## src/hw/rtl/pfg_pkg.sv

```systemverilog
package pfg_pkg;

  // configuration register indexes
  localparam logic CFG_DIFF_STEP  = 1'b0;
  localparam logic CFG_CELL_WIDTH = 1'b1;

  localparam logic [28:0] DIFF_STEP_RST  = 29'd1073742;
  localparam logic [30:0] CELL_WIDTH_RST = 31'd1048576;

  // potential clamp, 2^61
  localparam logic        [63:0] FLIM_U = 64'h2000_0000_0000_0000;
  localparam logic signed [63:0] FLIM_P = 64'sh2000_0000_0000_0000;
  localparam logic signed [63:0] FLIM_N = -64'sh2000_0000_0000_0000;

  localparam logic [5:0] SER_STEPS   = 6'd32;
  localparam logic [6:0] DIV_FULL    = 7'd64;
  localparam logic [6:0] DIV_HALF    = 7'd32;

  typedef struct packed {
    logic        start;
    logic [6:0]  steps;
    logic [63:0] rem_init;
    logic [63:0] dividend;
    logic [63:0] divisor;
  } div_req_t;

  typedef struct packed {
    logic busy;
    logic done;
  } div_stat_t;

endpackage

```

## src/hw/rtl/pfg_if.sv

```systemverilog
interface pfg_in_if;
  logic               valid;
  logic               ready;
  logic signed [31:0] pos_x;
  logic signed [31:0] pos_y;
  logic               last_particle;
  modport source (output valid, pos_x, pos_y, last_particle, input ready);
  modport sink   (input valid, pos_x, pos_y, last_particle, output ready);
endinterface

interface pfg_out_if;
  logic               valid;
  logic               ready;
  logic signed [31:0] vel_x;
  logic signed [31:0] vel_y;
  logic        [31:0] speed;
  logic        [31:0] peak_speed;
  logic        [31:0] step_time;
  logic               set_done;
  modport source (output valid, vel_x, vel_y, speed, peak_speed, step_time, set_done,
                  input ready);
  modport sink   (input valid, vel_x, vel_y, speed, peak_speed, step_time, set_done,
                  output ready);
endinterface

interface pfg_cfg_if;
  logic        valid;
  logic        ready;
  logic        index;
  logic [31:0] data;
  modport source (output valid, index, data, input ready);
  modport sink   (input valid, index, data, output ready);
endinterface

```

## src/hw/rtl/potential_flow_gradient_cfl.sv

```systemverilog
// Each result is worked out by the bit-serial squarer, the shared restoring divider and
//   the square root; samples at zero x or zero radius skip their divide.
// Throughput: one particle at a time; the next input transfer is taken once the result
//   has moved into the output register, even while that result waits to be taken.
// Reset (rst_n low, synchronous): idle, output empty, running peak zero, registers default.
module potential_flow_gradient_cfl #(
  parameter int COORD_FRAC_BITS = 28
) (
  input  logic     clk,
  input  logic     rst_n,
  pfg_in_if.sink   in_ch,
  pfg_out_if.source out_ch,
  pfg_cfg_if.sink  cfg_ch
);

  typedef enum logic [15:0] {
    S_IDLE  = 16'h0001,
    S_PREP  = 16'h0002,
    S_SQX   = 16'h0004,
    S_SQY   = 16'h0008,
    S_CHK   = 16'h0010,
    S_TDIV  = 16'h0020,
    S_TERM  = 16'h0040,
    S_VCHK  = 16'h0080,
    S_VDIV  = 16'h0100,
    S_VEL   = 16'h0200,
    S_MPREP = 16'h0400,
    S_MULVX = 16'h0800,
    S_MULVY = 16'h1000,
    S_ROOT  = 16'h2000,
    S_TSDIV = 16'h4000,
    S_FIN   = 16'h8000
  } state_t;

  state_t state_r, state_nxt;

  // configuration registers
  logic [28:0] diff_step_r;
  logic [30:0] cell_width_r;

  // item registers
  logic signed [31:0] x_r, y_r;
  logic               last_r;
  logic [28:0]        h_r;
  logic [1:0]         pt_r, pt_nxt;      // sample point: +x, -x, +y, -y
  logic               v_r, v_nxt;        // velocity component in progress
  logic [5:0]         cnt_r, cnt_nxt;    // serial step counter

  // serial squarer: a times the low half of prod, one bit a cycle
  logic [31:0] mul_a_r, mul_a_nxt;
  logic [63:0] prod_r, prod_nxt;
  logic [32:0] mul_sum;

  logic [63:0] r2_r, r2_nxt;
  logic [63:0] t_r, t_nxt;
  logic signed [63:0] f_r [4];
  logic signed [63:0] f_nxt;
  logic               f_we;

  logic [32:0] vq_r, vq_nxt;
  logic        vneg_r, vneg_nxt;
  logic signed [31:0] vx_r, vy_r, vel_nxt;
  logic               vx_we, vy_we;

  // square root, two radicand bits a cycle
  logic [63:0] s_r, s_nxt;
  logic [32:0] srem_r, srem_nxt;
  logic [31:0] root_r, root_nxt;
  logic [34:0] sq_trial, sq_test, sq_diff;

  logic [31:0] speed_r, speed_nxt;
  logic [31:0] peak_r, peak_nxt;
  logic [31:0] ts_r, ts_nxt;
  logic [31:0] run_peak_r, run_peak_nxt;

  // output register
  logic               out_valid_r, out_valid_nxt;
  logic signed [31:0] out_vx_r, out_vy_r;
  logic [31:0]        out_speed_r, out_peak_r, out_ts_r;
  logic               out_done_r;
  logic               fin_load;

  pfg_pkg::div_req_t  div_req;
  pfg_pkg::div_stat_t div_st;
  logic [63:0]        div_quo;

  pfg_div u_div (
    .clk  (clk),
    .rst_n(rst_n),
    .req  (div_req),
    .stat (div_st),
    .quo  (div_quo)
  );

  // sample point and its magnitudes
  logic signed [32:0] x33, y33, hx, px, py;
  logic [32:0]        px_neg, py_neg;
  logic [31:0]        ax, ay;
  logic [63:0]        ax64;

  assign x33 = {x_r[31], x_r};
  assign y33 = {y_r[31], y_r};
  assign hx  = {4'b0000, h_r};

  always_comb begin
    px = x33;
    py = y33;
    case (pt_r)
      2'd0:    px = x33 + hx;
      2'd1:    px = x33 - hx;
      2'd2:    py = y33 + hx;
      2'd3:    py = y33 - hx;
      default: px = x33;
    endcase
  end

  assign px_neg = -px;
  assign py_neg = -py;
  assign ax     = px[32] ? px_neg[31:0] : px[31:0];
  assign ay     = py[32] ? py_neg[31:0] : py[31:0];
  assign ax64   = {32'd0, ax};

  // potential term and clamp
  logic [63:0]        t_clamp;
  logic signed [63:0] term, f_raw;

  assign t_clamp = (t_r > pfg_pkg::FLIM_U) ? pfg_pkg::FLIM_U : t_r;
  assign term    = px[32] ? -$signed(t_clamp) : $signed(t_clamp);
  assign f_raw   = {{31{px[32]}}, px} + term;

  always_comb begin
    if (f_raw > pfg_pkg::FLIM_P)      f_nxt = pfg_pkg::FLIM_P;
    else if (f_raw < pfg_pkg::FLIM_N) f_nxt = pfg_pkg::FLIM_N;
    else                              f_nxt = f_raw;
  end

  // central difference numerator and denominator
  logic signed [63:0] fd;
  logic [63:0]        fd_neg, num, den64;
  logic               vovf;

  assign fd     = v_r ? (f_r[2] - f_r[3]) : (f_r[0] - f_r[1]);
  assign fd_neg = -fd;
  assign num    = fd[63] ? fd_neg : fd;
  assign den64  = {34'd0, h_r, 1'b0};
  // quotient at or above 2^32 saturates either way
  assign vovf   = (num >> 12) >= den64;

  logic [32:0] vq_neg;
  assign vq_neg = -vq_r;

  always_comb begin
    if (vneg_r) vel_nxt = (vq_r > 33'h0_8000_0000) ? 32'sh8000_0000 : vq_neg[31:0];
    else        vel_nxt = (vq_r > 33'h0_7FFF_FFFF) ? 32'sh7FFF_FFFF : vq_r[31:0];
  end

  logic [31:0] vx_neg, vy_neg, vx_abs, vy_abs;
  assign vx_neg = -vx_r;
  assign vy_neg = -vy_r;
  assign vx_abs = vx_r[31] ? vx_neg : vx_r;
  assign vy_abs = vy_r[31] ? vy_neg : vy_r;

  assign mul_sum  = {1'b0, prod_r[63:32]} + (prod_r[0] ? {1'b0, mul_a_r} : 33'd0);

  assign sq_test  = {srem_r, s_r[63:62]};
  assign sq_trial = {1'b0, root_r, 2'b01};
  assign sq_diff  = sq_test - sq_trial;

  logic [31:0] peak_cand;
  assign peak_cand = (root_r > run_peak_r) ? root_r : run_peak_r;

  assign fin_load = (state_r == S_FIN) && (!out_valid_r || out_ch.ready);

  // sequencer
  always_comb begin
    state_nxt    = state_r;
    pt_nxt       = pt_r;
    v_nxt        = v_r;
    cnt_nxt      = cnt_r;
    mul_a_nxt    = mul_a_r;
    prod_nxt     = prod_r;
    r2_nxt       = r2_r;
    t_nxt        = t_r;
    f_we         = 1'b0;
    vq_nxt       = vq_r;
    vneg_nxt     = vneg_r;
    vx_we        = 1'b0;
    vy_we        = 1'b0;
    s_nxt        = s_r;
    srem_nxt     = srem_r;
    root_nxt     = root_r;
    speed_nxt    = speed_r;
    peak_nxt     = peak_r;
    ts_nxt       = ts_r;
    run_peak_nxt = run_peak_r;
    div_req      = '0;

    case (state_r)
      S_IDLE: begin
        if (in_ch.valid) begin
          pt_nxt    = 2'd0;
          state_nxt = S_PREP;
        end
      end
      S_PREP: begin
        mul_a_nxt = ax;
        prod_nxt  = {32'd0, ax};
        cnt_nxt   = pfg_pkg::SER_STEPS;
        state_nxt = S_SQX;
      end
      S_SQX: begin
        if (cnt_r != '0) begin
          prod_nxt = {mul_sum, prod_r[31:1]};
          cnt_nxt  = cnt_r - 6'd1;
        end else begin
          r2_nxt    = prod_r >> COORD_FRAC_BITS;
          mul_a_nxt = ay;
          prod_nxt  = {32'd0, ay};
          cnt_nxt   = pfg_pkg::SER_STEPS;
          state_nxt = S_SQY;
        end
      end
      S_SQY: begin
        if (cnt_r != '0) begin
          prod_nxt = {mul_sum, prod_r[31:1]};
          cnt_nxt  = cnt_r - 6'd1;
        end else begin
          r2_nxt    = r2_r + (prod_r >> COORD_FRAC_BITS);
          state_nxt = S_CHK;
        end
      end
      S_CHK: begin
        if (ax == '0) begin
          t_nxt     = '0;
          state_nxt = S_TERM;
        end else if (r2_r == '0) begin
          // scaled squared radius truncates to zero
          t_nxt     = pfg_pkg::FLIM_U;
          state_nxt = S_TERM;
        end else begin
          div_req.start    = 1'b1;
          div_req.steps    = pfg_pkg::DIV_FULL;
          div_req.rem_init = '0;
          div_req.dividend = ax64 << COORD_FRAC_BITS;
          div_req.divisor  = r2_r;
          state_nxt        = S_TDIV;
        end
      end
      S_TDIV: begin
        if (div_st.done) begin
          t_nxt     = div_quo;
          state_nxt = S_TERM;
        end
      end
      S_TERM: begin
        f_we = 1'b1;
        if (pt_r == 2'd3) begin
          v_nxt     = 1'b0;
          state_nxt = S_VCHK;
        end else begin
          pt_nxt    = pt_r + 2'd1;
          state_nxt = S_PREP;
        end
      end
      S_VCHK: begin
        vneg_nxt = fd[63];
        if (vovf) begin
          vq_nxt    = 33'h1_0000_0000;
          state_nxt = S_VEL;
        end else begin
          div_req.start    = 1'b1;
          div_req.steps    = pfg_pkg::DIV_HALF;
          div_req.rem_init = num >> 12;
          div_req.dividend = {num[11:0], 52'd0};
          div_req.divisor  = den64;
          state_nxt        = S_VDIV;
        end
      end
      S_VDIV: begin
        if (div_st.done) begin
          vq_nxt    = {1'b0, div_quo[31:0]};
          state_nxt = S_VEL;
        end
      end
      S_VEL: begin
        if (!v_r) begin
          vx_we     = 1'b1;
          v_nxt     = 1'b1;
          state_nxt = S_VCHK;
        end else begin
          vy_we     = 1'b1;
          state_nxt = S_MPREP;
        end
      end
      S_MPREP: begin
        mul_a_nxt = vx_abs;
        prod_nxt  = {32'd0, vx_abs};
        cnt_nxt   = pfg_pkg::SER_STEPS;
        state_nxt = S_MULVX;
      end
      S_MULVX: begin
        if (cnt_r != '0) begin
          prod_nxt = {mul_sum, prod_r[31:1]};
          cnt_nxt  = cnt_r - 6'd1;
        end else begin
          s_nxt     = prod_r;
          mul_a_nxt = vy_abs;
          prod_nxt  = {32'd0, vy_abs};
          cnt_nxt   = pfg_pkg::SER_STEPS;
          state_nxt = S_MULVY;
        end
      end
      S_MULVY: begin
        if (cnt_r != '0) begin
          prod_nxt = {mul_sum, prod_r[31:1]};
          cnt_nxt  = cnt_r - 6'd1;
        end else begin
          s_nxt     = s_r + prod_r;
          srem_nxt  = '0;
          root_nxt  = '0;
          cnt_nxt   = pfg_pkg::SER_STEPS;
          state_nxt = S_ROOT;
        end
      end
      S_ROOT: begin
        if (cnt_r != '0) begin
          s_nxt   = {s_r[61:0], 2'b00};
          cnt_nxt = cnt_r - 6'd1;
          if (!sq_diff[34]) begin
            srem_nxt = sq_diff[32:0];
            root_nxt = {root_r[30:0], 1'b1};
          end else begin
            srem_nxt = sq_test[32:0];
            root_nxt = {root_r[30:0], 1'b0};
          end
        end else begin
          speed_nxt = root_r;
          peak_nxt  = peak_cand;
          if (peak_cand == '0) begin
            ts_nxt    = '1;
            state_nxt = S_FIN;
          end else begin
            div_req.start    = 1'b1;
            div_req.steps    = pfg_pkg::DIV_FULL;
            div_req.rem_init = '0;
            div_req.dividend = {13'd0, cell_width_r, 20'd0};
            div_req.divisor  = {32'd0, peak_cand};
            state_nxt        = S_TSDIV;
          end
        end
      end
      S_TSDIV: begin
        if (div_st.done) begin
          ts_nxt    = (div_quo[63:32] != '0) ? 32'hFFFF_FFFF : div_quo[31:0];
          state_nxt = S_FIN;
        end
      end
      S_FIN: begin
        if (fin_load) begin
          run_peak_nxt = last_r ? 32'd0 : peak_r;
          state_nxt    = S_IDLE;
        end
      end
      default: state_nxt = S_IDLE;
    endcase
  end

  always_comb begin
    out_valid_nxt = out_valid_r;
    if (fin_load)          out_valid_nxt = 1'b1;
    else if (out_ch.ready) out_valid_nxt = 1'b0;
  end

  always_ff @(posedge clk) begin
    if (!rst_n) begin
      state_r      <= S_IDLE;
      out_valid_r  <= 1'b0;
      run_peak_r   <= '0;
      diff_step_r  <= pfg_pkg::DIFF_STEP_RST;
      cell_width_r <= pfg_pkg::CELL_WIDTH_RST;
      cnt_r        <= '0;
    end else begin
      state_r      <= state_nxt;
      out_valid_r  <= out_valid_nxt;
      run_peak_r   <= run_peak_nxt;
      cnt_r        <= cnt_nxt;
      if (cfg_ch.valid) begin
        case (cfg_ch.index)
          pfg_pkg::CFG_DIFF_STEP:  diff_step_r  <= cfg_ch.data[28:0];
          pfg_pkg::CFG_CELL_WIDTH: cell_width_r <= cfg_ch.data[30:0];
          default:                 diff_step_r  <= diff_step_r;
        endcase
      end
    end
  end

  // datapath, no reset
  always_ff @(posedge clk) begin
    if (state_r == S_IDLE && in_ch.valid) begin
      x_r    <= in_ch.pos_x;
      y_r    <= in_ch.pos_y;
      last_r <= in_ch.last_particle;
      h_r    <= (diff_step_r == '0) ? 29'd1 : diff_step_r;
    end
    pt_r    <= pt_nxt;
    v_r     <= v_nxt;
    mul_a_r <= mul_a_nxt;
    prod_r  <= prod_nxt;
    r2_r    <= r2_nxt;
    t_r     <= t_nxt;
    if (f_we) f_r[pt_r] <= f_nxt;
    vq_r    <= vq_nxt;
    vneg_r  <= vneg_nxt;
    if (vx_we) vx_r <= vel_nxt;
    if (vy_we) vy_r <= vel_nxt;
    s_r     <= s_nxt;
    srem_r  <= srem_nxt;
    root_r  <= root_nxt;
    speed_r <= speed_nxt;
    peak_r  <= peak_nxt;
    ts_r    <= ts_nxt;
    if (fin_load) begin
      out_vx_r    <= vx_r;
      out_vy_r    <= vy_r;
      out_speed_r <= speed_r;
      out_peak_r  <= peak_r;
      out_ts_r    <= ts_r;
      out_done_r  <= last_r;
    end
  end

  assign in_ch.ready       = (state_r == S_IDLE);
  assign cfg_ch.ready      = 1'b1;
  assign out_ch.valid      = out_valid_r;
  assign out_ch.vel_x      = out_vx_r;
  assign out_ch.vel_y      = out_vy_r;
  assign out_ch.speed      = out_speed_r;
  assign out_ch.peak_speed = out_peak_r;
  assign out_ch.step_time  = out_ts_r;
  assign out_ch.set_done   = out_done_r;

  // divider is never restarted mid-run
  a_div_start_idle: assert property (@(posedge clk) disable iff (!rst_n)
    div_req.start |-> !div_st.busy)
    else $error("divider started while busy");

  // running peak covers the speed reported with it
  a_peak_ge_speed: assert property (@(posedge clk) disable iff (!rst_n)
    out_ch.valid |-> (out_ch.peak_speed >= out_ch.speed))
    else $error("peak below speed");

  // peak clears after the last particle of a set
  a_peak_clear: assert property (@(posedge clk) disable iff (!rst_n)
    (fin_load && last_r) |=> (run_peak_r == '0))
    else $error("running peak not cleared");

  // zero peak gives the largest step
  a_zero_peak: assert property (@(posedge clk) disable iff (!rst_n)
    (out_ch.valid && out_ch.peak_speed == '0) |-> (out_ch.step_time == 32'hFFFF_FFFF))
    else $error("step time not saturated");

endmodule

```

## src/hw/rtl/pfg_div.sv

```systemverilog
// Restoring divider, one quotient bit per cycle.
module pfg_div (
  input  logic              clk,
  input  logic              rst_n,
  input  pfg_pkg::div_req_t req,
  output pfg_pkg::div_stat_t stat,
  output logic [63:0]       quo
);

  logic [6:0]  cnt_r, cnt_nxt;
  logic        done_r, done_nxt;
  logic [63:0] rem_r, rem_nxt;
  logic [63:0] dvd_r, dvd_nxt;
  logic [63:0] dsr_r, dsr_nxt;
  logic [63:0] quo_r, quo_nxt;
  logic [64:0] trial;
  logic [64:0] diff;

  assign trial = {rem_r, dvd_r[63]};
  assign diff  = trial - {1'b0, dsr_r};

  always_comb begin
    cnt_nxt  = cnt_r;
    done_nxt = 1'b0;
    rem_nxt  = rem_r;
    dvd_nxt  = dvd_r;
    dsr_nxt  = dsr_r;
    quo_nxt  = quo_r;
    if (req.start) begin
      cnt_nxt = req.steps;
      rem_nxt = req.rem_init;
      dvd_nxt = req.dividend;
      dsr_nxt = req.divisor;
      quo_nxt = '0;
    end else if (cnt_r != '0) begin
      cnt_nxt  = cnt_r - 7'd1;
      done_nxt = (cnt_r == 7'd1);
      dvd_nxt  = {dvd_r[62:0], 1'b0};
      if (!diff[64]) begin
        rem_nxt = diff[63:0];
        quo_nxt = {quo_r[62:0], 1'b1};
      end else begin
        rem_nxt = trial[63:0];
        quo_nxt = {quo_r[62:0], 1'b0};
      end
    end
  end

  always_ff @(posedge clk) begin
    if (!rst_n) begin
      cnt_r  <= '0;
      done_r <= 1'b0;
    end else begin
      cnt_r  <= cnt_nxt;
      done_r <= done_nxt;
    end
    rem_r <= rem_nxt;
    dvd_r <= dvd_nxt;
    dsr_r <= dsr_nxt;
    quo_r <= quo_nxt;
  end

  assign stat.busy = (cnt_r != '0);
  assign stat.done = done_r;
  assign quo       = quo_r;

endmodule
```

## src/flat_wrapper.sv

```systemverilog
// flat-port wrapper written by rule: the top's interface ports become plain ports
module potential_flow_gradient_cfl_flat 
#(
  parameter int COORD_FRAC_BITS = 28
)
  (clk, rst_n, in_ch_valid, in_ch_pos_x, in_ch_pos_y, in_ch_last_particle, in_ch_ready, out_ch_valid, out_ch_vel_x, out_ch_vel_y, out_ch_speed, out_ch_peak_speed, out_ch_step_time, out_ch_set_done, out_ch_ready, cfg_ch_valid, cfg_ch_index, cfg_ch_data, cfg_ch_ready);
  pfg_in_if in_ch_i ();
  pfg_out_if out_ch_i ();
  pfg_cfg_if cfg_ch_i ();
  input  logic clk;
  input  logic rst_n;
  input wire logic [$bits(in_ch_i.valid)-1:0] in_ch_valid;
  input wire logic [$bits(in_ch_i.pos_x)-1:0] in_ch_pos_x;
  input wire logic [$bits(in_ch_i.pos_y)-1:0] in_ch_pos_y;
  input wire logic [$bits(in_ch_i.last_particle)-1:0] in_ch_last_particle;
  output wire logic [$bits(in_ch_i.ready)-1:0] in_ch_ready;
  output wire logic [$bits(out_ch_i.valid)-1:0] out_ch_valid;
  output wire logic [$bits(out_ch_i.vel_x)-1:0] out_ch_vel_x;
  output wire logic [$bits(out_ch_i.vel_y)-1:0] out_ch_vel_y;
  output wire logic [$bits(out_ch_i.speed)-1:0] out_ch_speed;
  output wire logic [$bits(out_ch_i.peak_speed)-1:0] out_ch_peak_speed;
  output wire logic [$bits(out_ch_i.step_time)-1:0] out_ch_step_time;
  output wire logic [$bits(out_ch_i.set_done)-1:0] out_ch_set_done;
  input wire logic [$bits(out_ch_i.ready)-1:0] out_ch_ready;
  input wire logic [$bits(cfg_ch_i.valid)-1:0] cfg_ch_valid;
  input wire logic [$bits(cfg_ch_i.index)-1:0] cfg_ch_index;
  input wire logic [$bits(cfg_ch_i.data)-1:0] cfg_ch_data;
  output wire logic [$bits(cfg_ch_i.ready)-1:0] cfg_ch_ready;
  assign in_ch_i.valid = in_ch_valid;
  assign in_ch_i.pos_x = in_ch_pos_x;
  assign in_ch_i.pos_y = in_ch_pos_y;
  assign in_ch_i.last_particle = in_ch_last_particle;
  assign in_ch_ready = in_ch_i.ready;
  assign out_ch_valid = out_ch_i.valid;
  assign out_ch_vel_x = out_ch_i.vel_x;
  assign out_ch_vel_y = out_ch_i.vel_y;
  assign out_ch_speed = out_ch_i.speed;
  assign out_ch_peak_speed = out_ch_i.peak_speed;
  assign out_ch_step_time = out_ch_i.step_time;
  assign out_ch_set_done = out_ch_i.set_done;
  assign out_ch_i.ready = out_ch_ready;
  assign cfg_ch_i.valid = cfg_ch_valid;
  assign cfg_ch_i.index = cfg_ch_index;
  assign cfg_ch_i.data = cfg_ch_data;
  assign cfg_ch_ready = cfg_ch_i.ready;
  potential_flow_gradient_cfl #(.COORD_FRAC_BITS(COORD_FRAC_BITS)) u_core (.clk(clk), .rst_n(rst_n), .in_ch(in_ch_i), .out_ch(out_ch_i), .cfg_ch(cfg_ch_i));
endmodule
```

## config.mk

```make
export PLATFORM = sky130hd
export DESIGN_NAME = potential_flow_gradient_cfl_flat
export DESIGN_NICKNAME = d
export VERILOG_FILES = /design/src/hw/rtl/pfg_pkg.sv /design/src/hw/rtl/pfg_if.sv /design/src/hw/rtl/potential_flow_gradient_cfl.sv /design/src/hw/rtl/pfg_div.sv /design/src/flat_wrapper.sv
export SDC_FILE = /design/constraint.sdc
export NUM_CORES = 2
export LEC_CHECK = 0
export BUFFER_PORTS_ARGS = -buffer_cell sky130_fd_sc_hd__buf_2
export CELL_PAD_IN_SITES_DETAIL_PLACEMENT = 0
export CELL_PAD_IN_SITES_GLOBAL_PLACEMENT = 1
export CORE_MARGIN = 1.5
export CORE_UTILIZATION = 56
export CTS_BUF_LIST = sky130_fd_sc_hd__clkbuf_4
export CTS_CLUSTER_SIZE = 16
export DETAILED_ROUTE_END_ITERATION = 6
export HOLD_SLACK_MARGIN = 0.03
export MAX_ROUTING_LAYER = met4
export PLACE_DENSITY = 0.87
export SETUP_SLACK_MARGIN = 0.15
export SYNTH_ARGS = -nofsm -noshare
export SYNTH_HDL_FRONTEND = slang
export SYNTH_SLANG_ARGS = --single-unit
```

## constraint.sdc

```tcl
create_clock -name clk -period 19.2 [get_ports clk]
set_input_delay 0 -clock clk [delete_from_list [all_inputs] [get_ports clk]]
set_output_delay 0 -clock clk [all_outputs]
set_load 0.05 [all_outputs]
```

==> flow_summary.json <==
{
  "run_status": "finished, violations left",
  "failed_checks": "DRC",
  "ys_ff_latch": 1420,
  "r2r-start": "u_core.h_r[0]",
  "core_um2": 165000,
  "leakagePower_nw": 42.2,
  "vias": 82200,
  "fmax_mhz": 70.3,
  "drive_gt1_frac": 0.109,
  "swShare": 0.431,
  "period_share": 0.741,
  "power_frac_comb": 0.471,
  "slew_viol_final": 0,
  "syn_inst": 9741,
  "ant_nets": 0,
  "synth_most_common_cell": "edfxtp_1",
  "grt_util_all_layers": 0.383,
  "die_h_um": 411,
  "synth_edf_count": 1233,
  "powerDensity_nw_per_um2": 126,
  "gp_congestion": 1.02,
  "vias_per_cell": 6.38,
  "drc": 26,
  "fin_setup_tns_ps": 0,
  "cp.arrival_ps": 15310,
  "cp_slowest_cell": "nor4_1",
  "worstMarginPinSlew_ps": 1360,
  "drt-pass1-iter-count": 7,
  "reg2reg_depth": 45,
  "rsz0062_at_grt": "false",
  "grt_pass1_vias": 77000,
  "cp-startpoint": "u_core.h_r[0]",
  "min_period_ps": 14220,
  "start_kind": "flip-flop",
  "yosysWarnings": 0,
  "synthFlopType": "edfxtp_1",
  "ctsHoldBuffers": 323,
  "syn_nets": 10400,
  "ir_drop_v": 0.000143,
  "drt_iter0_markers": 9759,
  "finalPower_mw": 13.2,
  "endpoint": "u_core.f_r[0][38]",
  "synth-seq-area-share": 0.438,
  "rrSetupSlack_ps": 4980,
  "nets": 11100,
  "grt_overflow": 0,
  "pin_count": 267,
  "synth_top_area_frac": 0.398,
  "cts_htree_levels": 5,
  "ys_top_cells_by_area": "edfxtp_1 40%, ha_1 7.5%, dfxtp_1 4.0%, a21oi_1 3.7%, xnor2_1 3.5%",
  "clkTransAtPathRegs_ps": 70,
  "hold_violations": 0,
  "row_count": 149,
  "insertion_delay_ps": 1490,
  "cap_violations": 0,
  "dieWidth_um": 411,
  "grt_first_pass_wirelength_um": 477000,
  "port_buffers": 264,
  "setup_viol": 0,
  "seq_power_share": 0.322,
  "r2r-end": "u_core.f_r[0][38]",
  "cts_buffer_depth": 4,
  "synth_commonest_cells": "1233 x edfxtp_1, 860 x nand2_1, 727 x nor2_1",
  "crit_type": "flip-flop to flip-flop",
  "drt_wl_total_um": 322000,
  "die_area_um2": 169000,
  "cp-end-kind": "flip-flop",
  "slew_headroom": 0.0788,
  "hold_path.class": "input port to flip-flop",
  "clock_sinks": 1420,
  "holdWs_ps": 136,
  "antenna_found_initial": 21,
  "yosysTopAreaCell": "edfxtp_1",
  "cts.repair.resized": 0,
  "cts_tree": "done",
  "routedWlPerCell_um": 25.0,
  "power.switching_mw": 5.71,
  "intPower_mw": 7.54,
  "postCtsSetupBuffers": 0,
  "fin_skew_ps": 159,
  "async_reset_ff_frac": 0,
  "syn_area_um2": 93000,
  "start_util": 0.564,
  "cts_made_buffers": 383,
  "crit_fanout": 74,
  "grt_max_degree": 162,
  "cts_root_buffer": "clkbuf_4",
  "ys_types": 99,
  "area_growth_pct": 12.6,
  "required_ps": 20290,
  "avgSynthCellArea_um2": 9.55,
  "dpl.hpwl_um": 236000,
  "clkPwrFrac": 0.206,
  "crit_path_max_incr_delay_ps": 760
}
==> stage by stage <==
step           cells  area (um2)   util  worst slack, ps
5_1_grt        12900      105000  0.635             4220
6_report       12900      105000  0.635             4980
4_1_cts        12900      105000  0.634             5430
3_3_place_gp   11900       96700  0.586             5680
2_1_floorplan   9741       93000      -             8340
3_5_place_dp   11900       96700  0.586             5560
==> worst max-delay path, delay by kind of cell, from the launching register on <==
kind | cells | cell delay (ps)
AO/OA/AOI/OAI | 18 | 4220
XOR/XNOR | 2 | 340
adder cells (fa/ha/maj) | 3 | 930
buffers and inverters | 4 | 1500
flip-flops | 1 | 650
multiplexers | 1 | 350
AND/OR/NAND/NOR | 17 | 5840
==> power groups by stage <==
stage / registers, mW / clock network, mW / logic [mW]
floorplan: 4.21 / 0 / 4.07
global placement: 4.31 / 0 / 5.87
detailed placement: 4.32 / 0 / 5.97
CTS: 4.26 / 2.75 / 6.06
global route: 4.29 / 2.92 / 6.65
finish: 4.27 / 2.73 / 6.24
==> flip-flops by register name, indices dropped and copies added, names as in the netlist, 33 cells and up <==
signal and count:
u_core.prod_r 64, u_core.u_div.quo 64, u_core.vq_r 33, u_core.f_r 256, u_core.u_div.dsr_r 64, u_core.s_r 64
u_core.srem_r 33, u_core.t_r 64, u_core.u_div.rem_r 64, u_core.r2_r 64, u_core.u_div.dvd_r 44
==> cells in the final DEF, fill, tap and decap left out, drive strengths merged, types with 45 or more instances in the layout <==
master       count
edfxtp        1233
nand2          860
nor2           730
a21oi          693
ha             557
o21ai          545
clkbuf         544
inv            495
buf            405
nor3           373
xnor2          371
dlygate4sd3    322
a21o           309
xor2           246
and2           230
mux2i          227
nand3          192
dfxtp          187
or3            142
nand2b         135
nand4          133
clkinv         118
nor4           107
a22oi          101
and3            99
o21a            95
a211oi          88
a31oi           80
nor2b           79
o211ai          70
o31ai           59
nand3b          54
or4             52
o22ai           50
or2             50
o21bai          45
==> cell families (layout without fill, tap and decap cells) <==
group / count (synthesis) / count (layout) / share of synthesized area
AND/OR/NAND/NOR: 3349 / 3349 / 0.180
AO/OA/AOI/OAI: 2584 / 2584 / 0.181
flip-flops: 1420 / 1420 / 0.438
buffers and inverters: 957 / 1893 / 0.0393
XOR/XNOR: 617 / 617 / 0.0581
adder cells (fa/ha/maj): 566 / 566 / 0.0768
multiplexers: 247 / 247 / 0.0268
other: 1 / 27 / 0.0000403
==> worst min path at each step <==
stage | to | cells past startpoint | from
6_report | u_core.diff_step_r[9] | 5 | cfg_ch_data[9]
5_1_grt | u_core.diff_step_r[2] | 5 | cfg_ch_data[2]
4_1_cts | u_core.cell_width_r[11] | 5 | cfg_ch_data[11]
3_5_place_dp | u_core.x_r[3] | 1 | in_ch_pos_x[3]
3_3_place_gp | u_core.x_r[11] | 1 | in_ch_pos_x[11]
2_1_floorplan | u_core.last_r | 0 | in_ch_last_particle
==> per-layer routing <==
layer,GRT usage,up-vias,wire length (um)
li1,-,37800,-
met4,0.195,0,17900
met2,0.558,4293,139000
met3,0.0708,777,31000
met1,0.512,39400,134000
met5,-,-,0
==> final cells by class <==
type | count | area, um2
clock buffers | 544 | 4080
diodes | 26 | 65.1
flip-flops and latches | 1420 | 40800
well taps | 2189 | 2740
clock inverters | 131 | 674
repair buffers | 727 | 5640
fillers | 13700 | 60300
inverters | 491 | 1840
multi-input cells | 7364 | 48900
No activity file was read; power rests on OpenSTA's default activity.
